## src/design/srtv_pkg.sv

```systemverilog
package srtv_pkg;

    typedef enum logic [2:0] {
        PH_TYPE_LEN,
        PH_TYPE_TXT,
        PH_EXP_LEN,
        PH_EXP_BODY,
        PH_MOD_LEN,
        PH_MOD_BODY,
        PH_DONE
    } t_phase;

    typedef struct packed {
        logic       has_byte;
        logic [7:0] data;
        logic       last;
        logic       ok;
    } t_byte_item;

    localparam logic [7:0] PAD_CHAR = 8'h3d;
    localparam logic [31:0] TYPE_LEN = 32'd7;
    localparam logic [31:0] MAX_AFTER_LEAD = 32'h1fff_ffff;

    function automatic logic [6:0] sextet_of(input logic [7:0] c);
        logic [6:0] v;
        v = 7'd64;
        if (c >= 8'h41 && c <= 8'h5a) v = 7'(c - 8'h41);
        else if (c >= 8'h61 && c <= 8'h7a) v = 7'(c - 8'h61 + 8'd26);
        else if (c >= 8'h30 && c <= 8'h39) v = 7'(c - 8'h30 + 8'd52);
        else if (c == 8'h2b) v = 7'd62;
        else if (c == 8'h2f) v = 7'd63;
        return v;
    endfunction

    function automatic logic [7:0] type_char(input logic [2:0] i);
        logic [7:0] r;
        case (i)
            3'd0: r = 8'h73;
            3'd1: r = 8'h73;
            3'd2: r = 8'h68;
            3'd3: r = 8'h2d;
            3'd4: r = 8'h72;
            3'd5: r = 8'h73;
            3'd6: r = 8'h61;
            default: r = 8'h00;
        endcase
        return r;
    endfunction

    function automatic logic [3:0] bit_length8(input logic [7:0] b);
        logic [3:0] n;
        n = 4'd0;
        for (int k = 0; k < 8; k++) begin
            if (b[k]) n = 4'(k + 1);
        end
        return n;
    endfunction

endpackage

```

## src/design/srtv_sym_if.sv

```systemverilog
interface srtv_sym_if;
    logic       valid;
    logic       ready;
    logic [7:0] symbol;
    logic       last_symbol;
    modport source (output valid, output symbol, output last_symbol, input ready);
    modport sink (input valid, input symbol, input last_symbol, output ready);
endinterface

```

## src/design/srtv_res_if.sv

```systemverilog
interface srtv_res_if;
    logic        valid;
    logic        ready;
    logic        token_valid;
    logic [32:0] modulus_len;
    modport source (output valid, output token_valid, output modulus_len, input ready);
    modport sink (input valid, input token_valid, input modulus_len, output ready);
endinterface

```

## src/design/ssh_rsa_token_validator.sv

```systemverilog
// channel   dir  handshake     payload
// i_sym     in   valid/ready   symbol[7:0], last_symbol
// o_res     out  valid/ready   token_valid, modulus_len[32:0]
//
// One character per cycle while ready is high; a result is registered after its
// final character leaves the queue. Rate is set by the decoder stage and the
// byte parser, each handling one transaction per cycle through a four-entry queue.
// Synchronous active-low reset clears all control state; the next token starts clean.
// A stalled result holds the parser on the final entry; the queue then fills
// and drops ready on the input.
module ssh_rsa_token_validator
    import srtv_pkg::*;
(
    input  logic       i_clk,
    input  logic       i_rst_n,
    srtv_sym_if.sink   i_sym,
    srtv_res_if.source o_res
);
    logic       push, full, pop, empty;
    t_byte_item din, dout;

    srtv_decoder u_dec (
        .i_clk(i_clk), .i_rst_n(i_rst_n), .i_sym(i_sym),
        .o_push(push), .o_item(din), .i_full(full)
    );

    srtv_fifo u_fifo (
        .i_clk(i_clk), .i_rst_n(i_rst_n), .i_push(push), .i_item(din),
        .o_full(full), .i_pop(pop), .o_empty(empty), .o_item(dout)
    );

    srtv_parser u_par (
        .i_clk(i_clk), .i_rst_n(i_rst_n), .i_empty(empty), .i_item(dout),
        .o_pop(pop), .o_res(o_res)
    );
endmodule

```

## src/design/srtv_decoder.sv

```systemverilog
module srtv_decoder
    import srtv_pkg::*;
(
    input  logic       i_clk,
    input  logic       i_rst_n,
    srtv_sym_if.sink   i_sym,
    output logic       o_push,
    output t_byte_item o_item,
    input  logic       i_full
);
    logic [1:0] r_pos, n_pos;
    logic [5:0] r_carry, n_carry;
    logic [1:0] r_pad, n_pad;
    logic       r_fail, n_fail;
    logic [6:0] v;
    logic       pad, emit;
    logic [7:0] b;

    assign i_sym.ready = !i_full;
    assign o_push = i_sym.valid && !i_full;

    always_comb begin
        v = sextet_of(i_sym.symbol);
        pad = (i_sym.symbol == PAD_CHAR);
        n_pos = r_pos + 2'd1;
        n_carry = r_carry;
        n_pad = r_pad;
        n_fail = r_fail;
        emit = 1'b0;
        b = 8'h00;
        if (r_pad == 2'd2) begin
            n_fail = 1'b1;
        end else begin
            case (r_pos)
                2'd0: begin
                    if (v[6]) n_fail = 1'b1; else n_carry = v[5:0];
                end
                2'd1: begin
                    if (v[6]) n_fail = 1'b1;
                    else begin
                        emit = 1'b1;
                        b = {r_carry, v[5:4]};
                        n_carry = v[5:0];
                    end
                end
                2'd2: begin
                    if (pad) begin
                        if (r_carry[3:0] != 4'd0) n_fail = 1'b1;
                        n_pad = 2'd1;
                    end else if (v[6]) n_fail = 1'b1;
                    else begin
                        emit = 1'b1;
                        b = {r_carry[3:0], v[5:2]};
                        n_carry = v[5:0];
                    end
                end
                default: begin
                    if (r_pad == 2'd1) begin
                        if (!pad) n_fail = 1'b1;
                        n_pad = 2'd2;
                    end else if (pad) begin
                        if (r_carry[1:0] != 2'd0) n_fail = 1'b1;
                        n_pad = 2'd2;
                    end else if (v[6]) n_fail = 1'b1;
                    else begin
                        emit = 1'b1;
                        b = {r_carry[1:0], v[5:0]};
                    end
                end
            endcase
        end
        o_item.has_byte = emit && !r_fail && !(r_pad == 2'd2);
        o_item.data = b;
        o_item.last = i_sym.last_symbol;
        o_item.ok = !n_fail && (r_pos == 2'd3);
    end

    always_ff @(posedge i_clk) begin
        if (!i_rst_n) begin
            r_pos <= '0;
            r_carry <= '0;
            r_pad <= '0;
            r_fail <= 1'b0;
        end else if (o_push) begin
            if (i_sym.last_symbol) begin
                r_pos <= '0;
                r_carry <= '0;
                r_pad <= '0;
                r_fail <= 1'b0;
            end else begin
                r_pos <= n_pos;
                r_carry <= n_carry;
                r_pad <= n_pad;
                r_fail <= n_fail;
            end
        end
    end
endmodule

```

## src/design/srtv_fifo.sv

```systemverilog
module srtv_fifo
    import srtv_pkg::*;
(
    input  logic       i_clk,
    input  logic       i_rst_n,
    input  logic       i_push,
    input  t_byte_item i_item,
    output logic       o_full,
    input  logic       i_pop,
    output logic       o_empty,
    output t_byte_item o_item
);
    t_byte_item r_mem [4];
    logic [1:0] r_wp, r_rp;
    logic [2:0] r_cnt;

    assign o_full = (r_cnt == 3'd4);
    assign o_empty = (r_cnt == 3'd0);
    assign o_item = r_mem[r_rp];

    always_ff @(posedge i_clk) begin
        if (i_push) r_mem[r_wp] <= i_item;
    end

    always_ff @(posedge i_clk) begin
        if (!i_rst_n) begin
            r_wp <= '0;
            r_rp <= '0;
            r_cnt <= '0;
        end else begin
            if (i_push) r_wp <= r_wp + 2'd1;
            if (i_pop) r_rp <= r_rp + 2'd1;
            r_cnt <= r_cnt + 3'(i_push) - 3'(i_pop);
        end
    end
endmodule

```

## src/design/srtv_parser.sv

```systemverilog
module srtv_parser
    import srtv_pkg::*;
(
    input  logic       i_clk,
    input  logic       i_rst_n,
    input  logic       i_empty,
    input  t_byte_item i_item,
    output logic       o_pop,
    srtv_res_if.source o_res
);
    t_phase      r_ph, n_ph;
    logic [1:0]  r_lbc, n_lbc;
    logic [31:0] r_rem, n_rem;
    logic [2:0]  r_tix, n_tix;
    logic [1:0]  r_mph, n_mph;
    logic [31:0] r_bal, n_bal;
    logic [3:0]  r_lhb, n_lhb;
    logic [32:0] r_mbits, n_mbits;
    logic        r_pf, n_pf;
    logic        r_ov;
    logic        r_tv;
    logic [32:0] r_mb;
    logic        can_take;
    logic [7:0]  b;
    logic        fin_ok;

    assign can_take = !r_ov || o_res.ready;
    assign o_pop = !i_empty && (can_take || !i_item.last);
    assign b = i_item.data;

    always_comb begin
        n_ph = r_ph;
        n_lbc = r_lbc;
        n_rem = r_rem;
        n_tix = r_tix;
        n_mph = r_mph;
        n_bal = r_bal;
        n_lhb = r_lhb;
        n_mbits = r_mbits;
        n_pf = r_pf;
        if (i_item.has_byte && !r_pf) begin
            unique case (r_ph)
                PH_TYPE_LEN, PH_EXP_LEN, PH_MOD_LEN: begin
                    n_rem = {r_rem[23:0], b};
                    n_lbc = r_lbc + 2'd1;
                    if (r_lbc == 2'd3) begin
                        if (r_ph == PH_TYPE_LEN) begin
                            if (n_rem != TYPE_LEN) n_pf = 1'b1;
                            else begin
                                n_tix = '0;
                                n_ph = PH_TYPE_TXT;
                            end
                        end else if (n_rem == 32'd0) n_pf = 1'b1;
                        else begin
                            n_mph = '0;
                            n_bal = '0;
                            n_lhb = '0;
                            n_ph = (r_ph == PH_EXP_LEN) ? PH_EXP_BODY : PH_MOD_BODY;
                        end
                    end
                end
                PH_TYPE_TXT: begin
                    if (r_tix == 3'd7 || b != type_char(r_tix)) n_pf = 1'b1;
                    else begin
                        n_tix = r_tix + 3'd1;
                        if (r_tix == 3'd6) begin
                            n_tix = '0;
                            n_rem = '0;
                            n_ph = PH_EXP_LEN;
                        end
                    end
                end
                PH_EXP_BODY, PH_MOD_BODY: begin
                    if (r_mph == 2'd0) begin
                        if (b[7]) n_pf = 1'b1;
                        else if (b == 8'd0) n_mph = 2'd1;
                        else begin
                            n_lhb = bit_length8(b);
                            n_mph = 2'd2;
                        end
                    end else if (r_mph == 2'd1) begin
                        if (!b[7]) n_pf = 1'b1;
                        else begin
                            n_lhb = bit_length8(b);
                            n_mph = 2'd2;
                        end
                    end else n_bal = r_bal + 32'd1;
                    if (!n_pf) begin
                        n_rem = r_rem - 32'd1;
                        if (r_rem == 32'd1) begin
                            if (n_mph != 2'd2 || n_bal > MAX_AFTER_LEAD) n_pf = 1'b1;
                            else begin
                                if (r_ph == PH_MOD_BODY)
                                    n_mbits = {n_bal[29:0], 3'b000} + 33'(n_lhb);
                                n_ph = (r_ph == PH_EXP_BODY) ? PH_MOD_LEN : PH_DONE;
                            end
                        end
                    end
                end
                default: n_pf = 1'b1;
            endcase
        end
        fin_ok = i_item.ok && !n_pf && (n_ph == PH_DONE);
    end

    assign o_res.valid = r_ov;
    assign o_res.token_valid = r_tv;
    assign o_res.modulus_len = r_mb;

    always_ff @(posedge i_clk) begin
        if (o_pop && i_item.last) begin
            r_tv <= fin_ok;
            r_mb <= fin_ok ? n_mbits : 33'd0;
        end
    end

    always_ff @(posedge i_clk) begin
        if (!i_rst_n) begin
            r_ph <= PH_TYPE_LEN;
            r_lbc <= '0;
            r_rem <= '0;
            r_tix <= '0;
            r_mph <= '0;
            r_bal <= '0;
            r_lhb <= '0;
            r_mbits <= '0;
            r_pf <= 1'b0;
            r_ov <= 1'b0;
        end else begin
            if (o_pop && i_item.last) r_ov <= 1'b1;
            else if (o_res.ready) r_ov <= 1'b0;
            if (o_pop) begin
                if (i_item.last) begin
                    r_ph <= PH_TYPE_LEN;
                    r_lbc <= '0;
                    r_rem <= '0;
                    r_tix <= '0;
                    r_mph <= '0;
                    r_bal <= '0;
                    r_lhb <= '0;
                    r_mbits <= '0;
                    r_pf <= 1'b0;
                end else begin
                    r_ph <= n_ph;
                    r_lbc <= n_lbc;
                    r_rem <= n_rem;
                    r_tix <= n_tix;
                    r_mph <= n_mph;
                    r_bal <= n_bal;
                    r_lhb <= n_lhb;
                    r_mbits <= n_mbits;
                    r_pf <= n_pf;
                end
            end
        end
    end
endmodule
```

## src/flat_wrapper.sv

```systemverilog
// flat-port wrapper written by rule: the top's interface ports become plain ports
module ssh_rsa_token_validator_flat import srtv_pkg::*;
  (i_clk, i_rst_n, i_sym_valid, i_sym_symbol, i_sym_last_symbol, i_sym_ready, o_res_valid, o_res_token_valid, o_res_modulus_len, o_res_ready);
  srtv_sym_if i_sym_i ();
  srtv_res_if o_res_i ();
  input  logic i_clk;
  input  logic i_rst_n;
  input wire logic [$bits(i_sym_i.valid)-1:0] i_sym_valid;
  input wire logic [$bits(i_sym_i.symbol)-1:0] i_sym_symbol;
  input wire logic [$bits(i_sym_i.last_symbol)-1:0] i_sym_last_symbol;
  output wire logic [$bits(i_sym_i.ready)-1:0] i_sym_ready;
  output wire logic [$bits(o_res_i.valid)-1:0] o_res_valid;
  output wire logic [$bits(o_res_i.token_valid)-1:0] o_res_token_valid;
  output wire logic [$bits(o_res_i.modulus_len)-1:0] o_res_modulus_len;
  input wire logic [$bits(o_res_i.ready)-1:0] o_res_ready;
  assign i_sym_i.valid = i_sym_valid;
  assign i_sym_i.symbol = i_sym_symbol;
  assign i_sym_i.last_symbol = i_sym_last_symbol;
  assign i_sym_ready = i_sym_i.ready;
  assign o_res_valid = o_res_i.valid;
  assign o_res_token_valid = o_res_i.token_valid;
  assign o_res_modulus_len = o_res_i.modulus_len;
  assign o_res_i.ready = o_res_ready;
  ssh_rsa_token_validator u_core (.i_clk(i_clk), .i_rst_n(i_rst_n), .i_sym(i_sym_i), .o_res(o_res_i));
endmodule
```

## config.mk

```make
export PLATFORM = sky130hd
export DESIGN_NAME = ssh_rsa_token_validator_flat
export DESIGN_NICKNAME = d
export VERILOG_FILES = /design/src/design/srtv_pkg.sv /design/src/design/srtv_sym_if.sv /design/src/design/srtv_res_if.sv /design/src/design/ssh_rsa_token_validator.sv /design/src/design/srtv_decoder.sv /design/src/design/srtv_fifo.sv /design/src/design/srtv_parser.sv /design/src/flat_wrapper.sv
export SDC_FILE = /design/constraint.sdc
export NUM_CORES = 1
export LEC_CHECK = 0
export BUFFER_PORTS_ARGS = -buffer_cell sky130_fd_sc_hd__buf_2
export CELL_PAD_IN_SITES_DETAIL_PLACEMENT = 0
export CELL_PAD_IN_SITES_GLOBAL_PLACEMENT = 1
export CORE_UTILIZATION = 52
export CTS_CLUSTER_SIZE = 24
export DETAILED_ROUTE_END_ITERATION = 16
export PLACE_DENSITY = 0.93
export SLEW_MARGIN = 20
export SYNTH_ARGS = -nofsm -noshare
export SYNTH_HDL_FRONTEND = slang
export SYNTH_HIERARCHICAL = 1
export SYNTH_SLANG_ARGS = --single-unit
```

## constraint.sdc

```tcl
create_clock -name i_clk -period 9.8 [get_ports i_clk]
set_clock_uncertainty 0.05 [all_clocks]
set_input_delay 1.96 -clock i_clk [delete_from_list [all_inputs] [get_ports i_clk]]
set_output_delay 1.96 -clock i_clk [all_outputs]
set_load 0.02 [all_outputs]
```

* After elaboration in Yosys (flattened, before gate mapping)
Memory sizes are Yosys's and may differ from the RTL's. A register that Yosys moved wholly into a read port is not among the register bits. Index checks and enable logic that the tools add are counted.
Storage, ports and cells: register bits after elaboration 165, memory bits (writable) 44, input bits 13, output and inout port bits 36, logic and storage cells 281, memories kept 1
Operators by class: add/sub/neg operators 15, order comparisons 7, eq/ne operators 40, muxes and demuxes 147, reductions and logical operators 52
Memories:
- u_core.u_fifo.r_mem | words 4, bits a word 11, rd ports 1, clocked after Yosys merged registers in 1, write ports 1, line srtv_fifo.sv:13 | t_byte_item r_mem [4];
Operators by type and width (number):
- 32-bit 2-to-1 mux | 14
- 33-bit 2-to-1 mux | 7
- 32-bit one-hot mux with 3 select lines | 1
- 4-bit 2-to-1 mux | 18
- 8-bit 2-to-1 mux | 9
- 32-bit one-hot mux with 2 select lines | 1
- 3-bit 2-to-1 mux | 19
- 2-bit 2-to-1 mux | 24
- 7-bit 2-to-1 mux | 5
- 7-bit one-hot mux with 5 select lines | 1
- 1-bit 2-to-1 mux | 34
- 33-bit by 4-bit adder with 33-bit output | 1
- 32-bit by 1-bit adder with 32-bit output (second input constant) | 1
- 32-bit by 1-bit == test with 1-bit output (second input constant) | 1
- 32-bit by 29-bit greater-than comparator with 1-bit output (second input constant) | 1
- 32-bit logical NOT | 1
- 32-bit by 3-bit inequality test with 1-bit output (second input constant) | 1
- 32-bit by 1-bit subtractor with 32-bit output (second input constant) | 1
- 3-bit inequality test (second input constant) | 10
- 3-bit == test (second input constant) | 8
- 8-bit by 6-bit == test with 1-bit output (second input constant) | 3
- 6-bit 2-to-1 mux | 4
- 8-bit one-hot mux with 3 select lines | 1
- 8-bit by 7-bit >= comparator with 1-bit output (second input constant) | 2
- other kinds (41) | 93

* Depth between registers and ports, before layout
depth in word-level cells 20, depth in mapped cells 16, gate-level depth less buffers 14

* Cells and area by module
Netlist, hierarchy kept.
By module, submodules not included:
- srtv_parser | times used 1, cells each 1168, area an instance 9424.0 µm², seq. area each 3283.1 µm²
- srtv_fifo | times used 1, cells each 100, area an instance 2031.9 µm², seq. area each 1501.4 µm²
- srtv_decoder | times used 1, cells each 202, area an instance 1473.9 µm², seq. area each 220.2 µm²

* Least setup slack after synthesis
Ideal clock, no wire load.
path type register -> register, start point reg with a tool-made name, end point reg u_core.u_par.r_mb[29] (netlist: u_core/u_par/o_res.modulus_len[29]), data pin, library setup time 254 ps, data arrival time 4068 ps, required time 9496 ps, setup slack 5428 ps, cell stages (with the launch flop) 16, buffers on the path 1, clock period less this slack 4372 ps, cells stage by stage dfxtp_1 buf_6 mux4_2 nor4_1 a21oi_1 nor3b_1 a21oi_1 ha_1 ha_1 o21ai_0 a2111oi_1 o211ai_1 nor2_2 nand4_1 nand3_1 a21oi_2
RTL lines:
- end signal, assigned | line srtv_parser.sv:113 | r_mb <= fin_ok ? n_mbits : 33'd0;
- end, declared | line srtv_parser.sv:22 | logic [32:0] r_mb;

==> results.ini <==
[route]
via_per_inst=6.214
vias=11180
wirelength_um=33230
drt_iter0_drc=989
firstDrtPassIters=5
drc=0
wl_per_cell_um=18.47
ant_nets=0

[critical_path]
critPathCapture=u_core/u_par/o_res.modulus_len[27]$_SDFFCE_PN0P_
cp_slowest_stage_delay_ps=770
rr_endpoint=u_core/u_par/o_res.modulus_len[27]$_SDFFCE_PN0P_
slowest_stage=mux4_1
r2r_cells=14
path_depth=14
critical_path_class=flop to flop
path_buf_inv=0
path_cells=mux4_1 > nor4_1 > a21oi_1 > nor3b_1 > a21oi_1 > ha_1 > ha_1 > o21ai_0 > a2111oi_1 > o211ai_1 > nor2_2 > nand4_1 > nand3_1 > a21oi_2
startpoint_type=flop
critPathArrivalTime_ps=5740
crit_required_ps=10000
ff2ff_setup_slack_ps=4250
crit_fanout=11
crit_path_end_kind=flop
path_delay_family=compound AO/OA/AOI/OAI gates

[synth]
ys_ff_latch=211
synth_edf_count=78
yosysSeqAreaShare=0.3871
synth.net_count=1511
yosys_warnings=6
synth.distinct_cells=93
async_flop_share=0
synthCells=1470
synth_area_per_cell_um2=8.796
synth_area_um2=12930
synth_flop_cell=dfxtp_1

[pwr]
vdd_drop_max_mv=0.1661
switching_share=0.3769
power.density_nw_per_um2=227.5
power_frac_seq=0.351
p_leak_nw=4.739
p_int_w=0.001995
p_clk_frac=0.294
power.total_w=0.003201
p_switching_w=0.001206
combPwrFrac=0.355

[sta]
clock.fmax_ghz=0.1802
period_share=0.5661
fin_setup_tns_ps=0
worst_slew_pin_slew_ps=845.4
report.final.hold_viol_count=0
layout_min_cycle_time_ps=5548
setup_viol=0
final_max_slew_viol_count=0
holdWs_ps=400.1
relSlewSlack=0.4317
rsz0062_at_grt=false

[floorplan]
die_area_um2=25500
die_h_um=159.7
die-width_um=159.7
ios=49
initial_core_util=0.5317
core_um2=24320
rows=57

[finish]
final_common_cell=nand2_1
finalInstanceArea_um2=14070
area_delta_synth_final_pct=8.796
final_cells=1799
fin_nets=1498
final_cell_mix=nand2_1 (178), dfxtp_1 (133), nor2_1 (95)
drive_above_1_share=0.1275
antenna_cells=0

[clock_tree]
clockBufferDepth=3
insertion_delay_ps=540
ctsResizeCount=0
clock-sinks=211
tritoncts=done
clk_pin_slew_ps=60
cts_buffers=24
htree_levels=1
post_cts_buffers=0
ctsHoldBuffers=0
root_buffer=clkbuf_16

[run_status]
status=finished, final reports clean

[placement]
place_congestion=0.8851
placed_cell_area_um2=13240
dpl.cell_count=1755
dp_hpwl_um=22600
io_buffers=48

[global_routing]
antenna_found_initial=0
grt_max_degree=71
grt_pass1_wl_um=54010
grt_usage=0.2570
grt_pass1_vias=10320
grt_overflow_total=0

[flow_run]
maxCapViolCount=0

[min_path]
hold_path.class=flop to flop

[state kept, by name, indices dropped and copies added, names as in the netlist, 4 cells and up, named ones only]
register and cells:
u_core/u_fifo/r_mem 44, u_core/u_dec/r_carry 6, u_core/u_par/r_rem 32, u_core/u_par/o_res.modulus_len 33
u_core/u_par/r_lhb 4, u_core/u_par/r_mbits 33, u_core/u_par/r_bal 32
[stage by stage]
| step | setup slack [ps] | util |
|---|---|---|
| floorplan | 5428 | - |
| global placement | 4376 | 0.5445 |
| detailed placement | 4250 | 0.5445 |
| CTS | 4216 | 0.5783 |
| global route | 3708 | 0.5784 |
| finish | 4252 | 0.5784 |
[power groups by stage]
stage	clock (W)	sequential, W	combinational, W
final	0.000942	0.00112	0.00113
after global routing	0.000987	0.00114	0.00125
after CTS	0.000956	0.00113	0.00113
after detailed placement	0	0.00114	0.00112
after global placement	0	0.00114	0.00111
after floorplan	0	0.00119	0.000765
[worst min path at each step]
stage | endpoint | from | slack [ps] | depth (start not counted)
2_1_floorplan | u_core/u_par/r_mbits[31]$_SDFFE_PN0P_ | u_core/u_par/r_mbits[31]$_SDFFE_PN0P_ | 380 | 1
3_3_place_gp | u_core/u_par/r_mbits[31]$_SDFFE_PN0P_ | u_core/u_par/r_mbits[31]$_SDFFE_PN0P_ | 390 | 1
3_5_place_dp | u_core/u_par/r_mbits[24]$_SDFFE_PN0P_ | u_core/u_par/r_mbits[24]$_SDFFE_PN0P_ | 390 | 2
4_1_cts | u_core/u_par/r_mbits[24]$_SDFFE_PN0P_ | u_core/u_par/r_mbits[24]$_SDFFE_PN0P_ | 400 | 2
5_1_grt | u_core/u_par/r_mbits[32]$_SDFFE_PN0P_ | u_core/u_par/r_mbits[32]$_SDFFE_PN0P_ | 420 | 2
6_report | u_core/u_par/r_mbits[24]$_SDFFE_PN0P_ | u_core/u_par/r_mbits[24]$_SDFFE_PN0P_ | 400 | 2
[synthesized netlist by cell type (10+ instances only)]
cell,n,area [um^2]
and2_1,14,87.58
or4_1,14,105.1
a21oi_2,27,236.5
a21boi_0,26,195.2
o31ai_1,10,75.07
or3_1,29,181.4
nand4_1,43,269.0
nor2_1,96,360.4
clkbuf_1,60,225.2
nor4_1,25,156.4
xnor2_1,35,306.5
a31oi_1,17,106.4
nor2b_1,54,337.8
nor3_1,49,245.2
o21ai_0,58,290.3
ha_1,27,337.8
xor2_1,29,254.0
o211ai_1,11,82.58
o21a_1,12,90.09
and3_1,11,68.82
nand3b_1,11,82.58
inv_1,38,142.6
nand2_1,178,668.1
and4_1,11,96.34
buf_2,24,120.1
a21oi_1,47,235.2
edfxtp_1,78,2342
dfxtp_1,133,2663
a22oi_1,55,412.9
mux4_2,10,225.2
nand3_1,58,290.3
or2_2,10,62.56
[final cells by class]
class	instances	area, um^2
fillers	2146	10250
clock buffers	29	650.6
clock inverters	15	171.4
repair buffers	62	347.8
inverters	40	150.1
well taps	324	405.4
multi-input cells	1118	7337
flip-flops and latches	211	5005
[logic make-up (layout without fill, tap and decap cells)]
group	Yosys count	count (layout)	synth area share
and+or+nand+nor	653	653	0.2711
AOI/OAI and AO/OA	349	349	0.1925
DFF	211	211	0.3871
buffers and inverters	141	146	0.04742
xor gates and xnor gates	65	65	0.04519
adders and majority gates	28	28	0.02768
muxes	23	23	0.02903
[worst min-delay path, stage by stage, from the launching register on]
cell	delay [ps]
dfxtp_1	310
nand3_1	60
nand2_1	40
[layer usage]
layer / vias up / global-route usage / wire length [um] / share of wire
met5: - / 0 / 0 / 0
met3: 47 / 0.04416 / 2358 / 0.071
met2: 389 / 0.4107 / 15200 / 0.46
met1: 5319 / 0.3620 / 15200 / 0.46
met4: 0 / 0.06075 / 473 / 0.014
li1: 5424 / - / - / -
Power figures use the tool's default switching activity.
